<file path="config.mk">
export PLATFORM = sky130hd
export DESIGN_NAME = paillier_encrypt
export DESIGN_NICKNAME = d
export VERILOG_FILES = /design/src/hdl/pe_pkg.sv /design/src/hdl/paillier_encrypt.sv /design/src/hdl/pe_modmul.sv
export SDC_FILE = /design/constraint.sdc
export NUM_CORES = 2
export LEC_CHECK = 0
export BUFFER_PORTS_ARGS = -buffer_cell sky130_fd_sc_hd__buf_2
export CAP_MARGIN = 20
export CORE_MARGIN = 3
export CORE_UTILIZATION = 65
export DETAILED_ROUTE_END_ITERATION = 8
export PLACE_DENSITY_LB_ADDON = 0.2
export SYNTH_ARGS = -nofsm -noshare
export SYNTH_HDL_FRONTEND = slang
export SYNTH_SLANG_ARGS = --single-unit
</file>
<file path="constraint.sdc">
create_clock -name clk_i -period 18.3 [get_ports clk_i]
set_input_delay 1.83 -clock clk_i [delete_from_list [all_inputs] [get_ports clk_i]]
set_output_delay 1.83 -clock clk_i [all_outputs]
set_load 0.01 [all_outputs]
</file>
<file path="src/hdl/pe_pkg.sv">
package pe_pkg;

  localparam int unsigned KeyBits = 31;
  localparam int unsigned SqBits  = 2 * KeyBits;

  typedef logic [KeyBits-1:0] key_t;
  typedef logic [SqBits-1:0]  sq_t;

  // control from the sequencer to the modular multiplier
  typedef struct packed {
    logic start;
    sq_t  a;
    sq_t  b;
  } mm_req_t;

  typedef struct packed {
    logic done;
    sq_t  p;
  } mm_rsp_t;

endpackage

</file>
<file path="src/hdl/paillier_encrypt.sv">
// Paillier encryption, g = n+1: ciphertext_o = (n*m+1) * r^n mod n^2 (zero for n < 2).
// Raise start while busy is low with plaintext_i and random_r_i; busy
// rises the next cycle. Modular multiplies run on one shared shift-and-add
// unit; r^n takes up to 62 multiplies by square-and-multiply over the bits
// of n, plus setup steps. The result appears on ciphertext_o for exactly
// one cycle with done_o high; the receiver cannot stall it, so capture it
// then. Write n on the cfg channel only while busy is low; cfg_ready_o is
// high when idle. n^2 is rebuilt on the shared unit after each write.
module paillier_encrypt (
  input  logic        clk_i,
  input  logic        rst_ni,
  input  logic        start,
  output logic        busy,
  input  logic [30:0] plaintext_i,
  input  logic [30:0] random_r_i,
  output logic        done_o,
  output logic [61:0] ciphertext_o,
  input  logic        cfg_valid_i,
  output logic        cfg_ready_o,
  input  logic [30:0] cfg_data_i
);
  localparam logic [3:0] StIdle  = 4'd0;
  localparam logic [3:0] StNsq   = 4'd1; // n*n with a huge modulus
  localparam logic [3:0] StNm    = 4'd2; // n*m mod n^2
  localparam logic [3:0] StRmod  = 4'd3; // r*1 mod n^2
  localparam logic [3:0] StSq    = 4'd4; // acc*acc
  localparam logic [3:0] StMul   = 4'd5; // acc*base
  localparam logic [3:0] StFin   = 4'd6; // nude*obf
  localparam logic [3:0] StOut   = 4'd7;
  localparam logic [3:0] StWait  = 4'd8;

  localparam int unsigned Kb = pe_pkg::KeyBits;
  localparam int unsigned Sb = pe_pkg::SqBits;
  localparam int unsigned EBits = $clog2(Kb + 1);

  logic [3:0]        st_q, st_d, nxt_q, nxt_d;
  pe_pkg::key_t      n_q, n_d;
  pe_pkg::sq_t       nsq_q, nsq_d, acc_q, acc_d, base_q, base_d, nude_q, nude_d;
  logic [EBits-1:0]  bit_q, bit_d;
  pe_pkg::mm_req_t   req;
  pe_pkg::mm_rsp_t   rsp;
  pe_pkg::sq_t       mod_sel;
  logic [Sb:0]       nude_raw;

  pe_modmul u_mm (
    .clk_i (clk_i),
    .rst_ni(rst_ni),
    .mod_i (mod_sel),
    .req_i (req),
    .rsp_o (rsp)
  );

  // n^2 computed with modulus all-ones: products of 31-bit values never reach it
  assign mod_sel = (st_q == StWait && nxt_q == StNsq) ? '1 : nsq_q;
  // n*m reduced, then +1 with one wrap (n*m mod n^2 < n^2)
  assign nude_raw = {1'b0, rsp.p} + 1'b1;

  always_comb begin
    st_d    = st_q;
    nxt_d   = nxt_q;
    n_d     = n_q;
    nsq_d   = nsq_q;
    acc_d   = acc_q;
    base_d  = base_q;
    nude_d  = nude_q;
    bit_d   = bit_q;
    req     = '0;
    unique case (st_q)
      StIdle: begin
        if (cfg_valid_i) begin
          n_d       = cfg_data_i;
          req.start = 1'b1;
          req.a     = Sb'(cfg_data_i);
          req.b     = Sb'(cfg_data_i);
          st_d      = StWait;
          nxt_d     = StNsq;
        end else if (start) begin
          if (n_q < Kb'(2)) begin
            acc_d = '0;
            st_d  = StOut;
          end else begin
            // the negative-range re-encoding yields n*m+1 as well
            req.start = 1'b1;
            req.a     = Sb'(n_q);
            req.b     = Sb'(plaintext_i);
            st_d      = StWait;
            nxt_d     = StNm;
            base_d    = Sb'(random_r_i);
          end
        end
      end
      StWait: begin
        if (rsp.done) st_d = nxt_q;
      end
      StNsq: begin
        nsq_d = rsp.p;
        st_d  = StIdle;
      end
      StNm: begin
        nude_d    = (nude_raw >= {1'b0, nsq_q}) ? Sb'(nude_raw - {1'b0, nsq_q})
                                                : nude_raw[Sb-1:0];
        // r rides on the multiplier operand so that r >= n^2 is reduced too
        req.start = 1'b1;
        req.a     = Sb'(1);
        req.b     = base_q;
        st_d      = StWait;
        nxt_d     = StRmod;
      end
      StRmod: begin
        base_d  = rsp.p;
        acc_d   = Sb'(1);
        bit_d   = EBits'(Kb - 1);
        // start squaring the (trivial) accumulator at the top bit
        req.start = 1'b1;
        req.a     = Sb'(1);
        req.b     = Sb'(1);
        st_d      = StWait;
        nxt_d     = StSq;
      end
      StSq: begin
        // rsp.p = acc^2; multiply in base if this bit of n is set
        acc_d = rsp.p;
        if (n_q[bit_q[$clog2(Kb)-1:0]]) begin
          req.start = 1'b1;
          req.a     = rsp.p;
          req.b     = base_q;
          st_d      = StWait;
          nxt_d     = StMul;
        end else if (bit_q == '0) begin
          req.start = 1'b1;
          req.a     = nude_q;
          req.b     = rsp.p;
          st_d      = StWait;
          nxt_d     = StFin;
        end else begin
          bit_d     = bit_q - 1'b1;
          req.start = 1'b1;
          req.a     = rsp.p;
          req.b     = rsp.p;
          st_d      = StWait;
          nxt_d     = StSq;
        end
      end
      StMul: begin
        acc_d     = rsp.p;
        req.start = 1'b1;
        st_d      = StWait;
        if (bit_q == '0) begin
          req.a = nude_q;
          req.b = rsp.p;
          nxt_d = StFin;
        end else begin
          bit_d = bit_q - 1'b1;
          req.a = rsp.p;
          req.b = rsp.p;
          nxt_d = StSq;
        end
      end
      StFin: begin
        acc_d = rsp.p;
        st_d  = StOut;
      end
      StOut: begin
        st_d = StIdle;
      end
      default: st_d = StIdle;
    endcase
  end

  always_ff @(posedge clk_i or negedge rst_ni) begin
    if (!rst_ni) begin
      st_q    <= StIdle;
      nxt_q   <= StIdle;
      n_q     <= Kb'(3);
      nsq_q   <= Sb'(9);
    end else begin
      st_q    <= st_d;
      nxt_q   <= nxt_d;
      n_q     <= n_d;
      nsq_q   <= nsq_d;
    end
  end

  always_ff @(posedge clk_i) begin
    acc_q  <= acc_d;
    base_q <= base_d;
    nude_q <= nude_d;
    bit_q  <= bit_d;
  end

  assign busy         = (st_q != StIdle) || cfg_valid_i;
  assign cfg_ready_o  = (st_q == StIdle);
  assign done_o       = (st_q == StOut);
  assign ciphertext_o = acc_q;

  // hold the modulus while an item is in flight
  a_n_stable: assert property (@(posedge clk_i) disable iff (!rst_ni)
    (st_q != StIdle && st_q != StNsq && !(st_q == StWait && nxt_q == StNsq))
      |=> $stable(n_q)) else $error("modulus changed mid item");
  // a result strobe is always followed by idle
  a_done_idle: assert property (@(posedge clk_i) disable iff (!rst_ni)
    done_o |=> st_q == StIdle) else $error("no idle after result");
  // the multiplier never reports done outside a wait
  a_mm_wait: assert property (@(posedge clk_i) disable iff (!rst_ni)
    rsp.done |-> st_q == StWait) else $error("stray multiplier done");
endmodule

</file>
<file path="src/hdl/pe_modmul.sv">
// Shift-and-add modular multiply, one bit of b per cycle, MSB first.
// Each step: acc = 2*acc mod m, then add a mod m if the current bit of b is set.
module pe_modmul (
  input  logic             clk_i,
  input  logic             rst_ni,
  input  pe_pkg::sq_t      mod_i,
  input  pe_pkg::mm_req_t  req_i,
  output pe_pkg::mm_rsp_t  rsp_o
);
  localparam int unsigned CntBits = $clog2(pe_pkg::SqBits + 1);

  logic               busy_q, busy_d;
  logic [CntBits-1:0] cnt_q, cnt_d;
  pe_pkg::sq_t        a_q, a_d, b_q, b_d, acc_q, acc_d;
  logic               done_q, done_d;
  logic [pe_pkg::SqBits:0] dbl, dbl_r, add, add_r;

  always_comb begin
    dbl   = {acc_q, 1'b0};
    dbl_r = (dbl >= {1'b0, mod_i}) ? dbl - {1'b0, mod_i} : dbl;
    add   = dbl_r + {1'b0, a_q};
    add_r = (add >= {1'b0, mod_i}) ? add - {1'b0, mod_i} : add;
  end

  always_comb begin
    busy_d = busy_q;
    cnt_d  = cnt_q;
    a_d    = a_q;
    b_d    = b_q;
    acc_d  = acc_q;
    done_d = 1'b0;
    if (!busy_q) begin
      if (req_i.start) begin
        busy_d = 1'b1;
        a_d    = req_i.a;
        b_d    = req_i.b;
        acc_d  = '0;
        cnt_d  = CntBits'(pe_pkg::SqBits);
      end
    end else begin
      acc_d = b_q[pe_pkg::SqBits-1] ? add_r[pe_pkg::SqBits-1:0]
                                    : dbl_r[pe_pkg::SqBits-1:0];
      b_d   = {b_q[pe_pkg::SqBits-2:0], 1'b0};
      cnt_d = cnt_q - 1'b1;
      if (cnt_q == CntBits'(1)) begin
        busy_d = 1'b0;
        done_d = 1'b1;
      end
    end
  end

  always_ff @(posedge clk_i or negedge rst_ni) begin
    if (!rst_ni) begin
      busy_q <= 1'b0;
      done_q <= 1'b0;
      cnt_q  <= '0;
    end else begin
      busy_q <= busy_d;
      done_q <= done_d;
      cnt_q  <= cnt_d;
    end
  end

  always_ff @(posedge clk_i) begin
    a_q   <= a_d;
    b_q   <= b_d;
    acc_q <= acc_d;
  end

  assign rsp_o.done = done_q;
  assign rsp_o.p    = acc_q;
endmodule

</file>
==> flow_summary.json <==
{
  "status": "finished, violations left",
  "violations": "design-rule violations",
  "synth_seq_cells": 485,
  "arrival_ns": 13.98,
  "holdBufCountCts": 0,
  "cts_root_buffer": "clkbuf_16",
  "grt_usage_pct": 40.0,
  "rsz0062_at_grt": "no",
  "port_buffers": 161,
  "cts_setup_buffers": 0,
  "synth_area_um2": 38700,
  "ys_top_cells_by_count": "nand2_1 (496), edfxtp_1 (376), o21ai_0 (339)",
  "synth.distinct_cells": 108,
  "grt.overflow.total": 0,
  "worst_setup_path_start_kind": "register",
  "grt_pass1_wl_um": 195000,
  "final_nets": 4666,
  "max_freq_ghz": 0.0735,
  "design.portCount": 162,
  "setup_slack_ns": 4.70,
  "hold_viol": 0,
  "grt_max_degree": 111,
  "ff2ff_setup_slack_ns": 4.70,
  "start_util_pct": 66.4,
  "drc_errors": 10,
  "grt_pass1_vias": 32405,
  "finalSetupViolCount": 0,
  "seq_area_frac_synth_pct": 36.2,
  "r2r_end": "u_mm.acc_q[59]",
  "row_count": 88,
  "wirelength_um": 129000,
  "worstHoldEndpoint": "u_mm.cnt_q[5]",
  "final.period_utilization_pct": 74.3,
  "critPathMaxFanout": 85,
  "worst_slew_pin_slew_ns": 1.08,
  "synthCells": 4372,
  "dp_hpwl_um": 96100,
  "ant_nets": 0,
  "dp_slack_ns": 4.95,
  "rr_startpoint": "st_q[0]",
  "required_ns": 18.68,
  "clk_path_buf_depth": 3,
  "clk_pin_slew_worst_paths_ns": 0.06,
  "maxCapViolations": 0,
  "synth_top_area_share_pct": 29.2,
  "area_delta_synth_final_pct": 7.04,
  "min_period_ns": 13.60,
  "finClkSkew_ns": 0.0497,
  "r2r_cells": 41,
  "avgSynthCellArea_um2": 8.86,
  "cts_buffers": 55,
  "die_h_um": 250,
  "core-area_um2": 58400,
  "final-max-slew-violation-count": 0,
  "synth_top_area_cell": "edfxtp_1",
  "drive_gt1_share_pct": 10.0,
  "drt_iter0_drc": 5146,
  "synth_ff_type": "edfxtp_1",
  "antenna_found_initial": 6,
  "cts_tree": "done",
  "relSlewSlack_pct": 28.2,
  "setup_tns_ns": 0,
  "final_util_pct": 71.0,
  "finalHoldWorstSlack_ns": 0.474,
  "hp-class": "register to register",
  "async_reset_ff_share_pct": 22.3,
  "dr.pass1.iters": 9,
  "synthesis.nets": 4704,
  "cpMaxStageDelayCell": "buf_4",
  "whs_path_depth": 1,
  "vias": 35437,
  "holdCritStartpoint": "u_mm.cnt_q[5]",
  "place.gp.congestion": 1.02,
  "yosysMostFrequentCell": "nand2_1",
  "clock-sinks": 485,
  "max_stage_delay_ns": 0.89,
  "die_w_um": 250,
  "end_kind": "register",
  "synth-edff-count": 376,
  "avgViaCountPerCell": 6.88,
  "routedWlPerCell_um": 25.0,
  "htree_levels": 2,
  "yosysWarningCount": 0,
  "dieArea_um2": 62500,
  "insertion_delay_ns": 0.66,
  "ctsResizeCount": 0,
  "cpMostUsedCell": "a21o_1",
  "synthTopCellsByArea": "edfxtp_1 (29%), ha_1 (7.5%), dfrtp_1 (6.7%)",
  "path_class": "register to register"
}
-- how the worst max path moves through the flow --
| stage | from | endpoint | slack, ns | cells after the start |
|---|---|---|---|---|
| final | st_q[0] | u_mm.acc_q[59] | 4.70 | 41 |
| after detailed placement | st_q[0] | u_mm.acc_q[59] | 4.95 | 41 |
| after CTS | st_q[0] | u_mm.acc_q[59] | 4.91 | 41 |
| after global routing | st_q[0] | u_mm.acc_q[59] | 3.86 | 41 |
| after global placement | st_q[0] | u_mm.acc_q[59] | 5.33 | 41 |
| after floorplan | st_q[0] | u_mm.acc_q[61] | 7.45 | 52 |
-- worst max-delay path: cells and delay by family (launching register included) --
kind	cells	cell delay, ns
XOR/XNOR	1	0.35
flip-flops	1	0.56
adder cells (fa/ha/maj)	3	1.17
AND/OR/NAND/NOR	7	2.21
AO/OA/AOI/OAI	27	6.74
buffers and inverters	3	2.20
-- metal layers --
metal  wire length (um)  track usage (%)
met5                 13                0
met4               4010             12.1
met3              21400             12.6
met2              49300             52.4
met1              54000             62.1
-- flip-flops by register name (all words and copies together), names as in the netlist, 4 cells and up --
name          cells
base_q           62
ciphertext_o     62
nsq_q            62
nude_q           62
u_mm.a_q         62
u_mm.acc_q       62
u_mm.b_q         62
n_q              31
u_mm.cnt_q        6
bit_q             5
st_q              4
-- cells in the final DEF, fill, tap and decap left out, types with 39 or more instances in the layout --
master,netlist,routed
a21o_1,177,176
a21oi_1,304,303
a222oi_1,61,61
a22oi_1,41,41
a31oi_1,72,72
and2_1,118,114
and3_1,47,47
buf_2,11,160
clkbuf_16,0,55
dfrtp_1,104,103
edfxtp_1,376,376
ha_1,233,233
inv_1,147,145
mux2_2,77,77
nand2_1,496,496
nand3_1,102,102
nand4_1,61,61
nor2_1,328,324
nor2b_1,39,39
nor3_1,65,64
o21ai_0,339,339
o21bai_1,43,43
xnor2_1,189,189
xor2_1,120,120
-- metrics by stage --
stage / std cells / cell area, um^2
after global placement: 5042 / 39700
after CTS: 5146 / 41400
after global routing: 5148 / 41500
after floorplan: 4372 / 38700
final: 5148 / 41500
after detailed placement: 5042 / 39700
-- cell families after synthesis --
family / Yosys count / share of synthesized area (%)
muxes: 115 / 3.51
DFF: 485 / 36.2
adders and majority gates: 257 / 8.20
AOI/OAI and AO/OA: 1358 / 23.3
xor gates and xnor gates: 311 / 7.10
buffers and inverters: 438 / 4.46
and+or+nand+nor: 1408 / 17.2
-- cell type report --
type / count / area, um^2
clock inverter: 28 / 312
sequential: 485 / 14000
fill: 4564 / 16900
timing repair buffer: 193 / 1060
clock buffer: 76 / 1490
antenna: 2 / 5.00
inverter: 150 / 566
multi-input combinational: 3449 / 23000
tap: 765 / 957
Power is not shown: default switching activity piles up to over one toggle a cycle in this logic, so the estimate is an artifact.
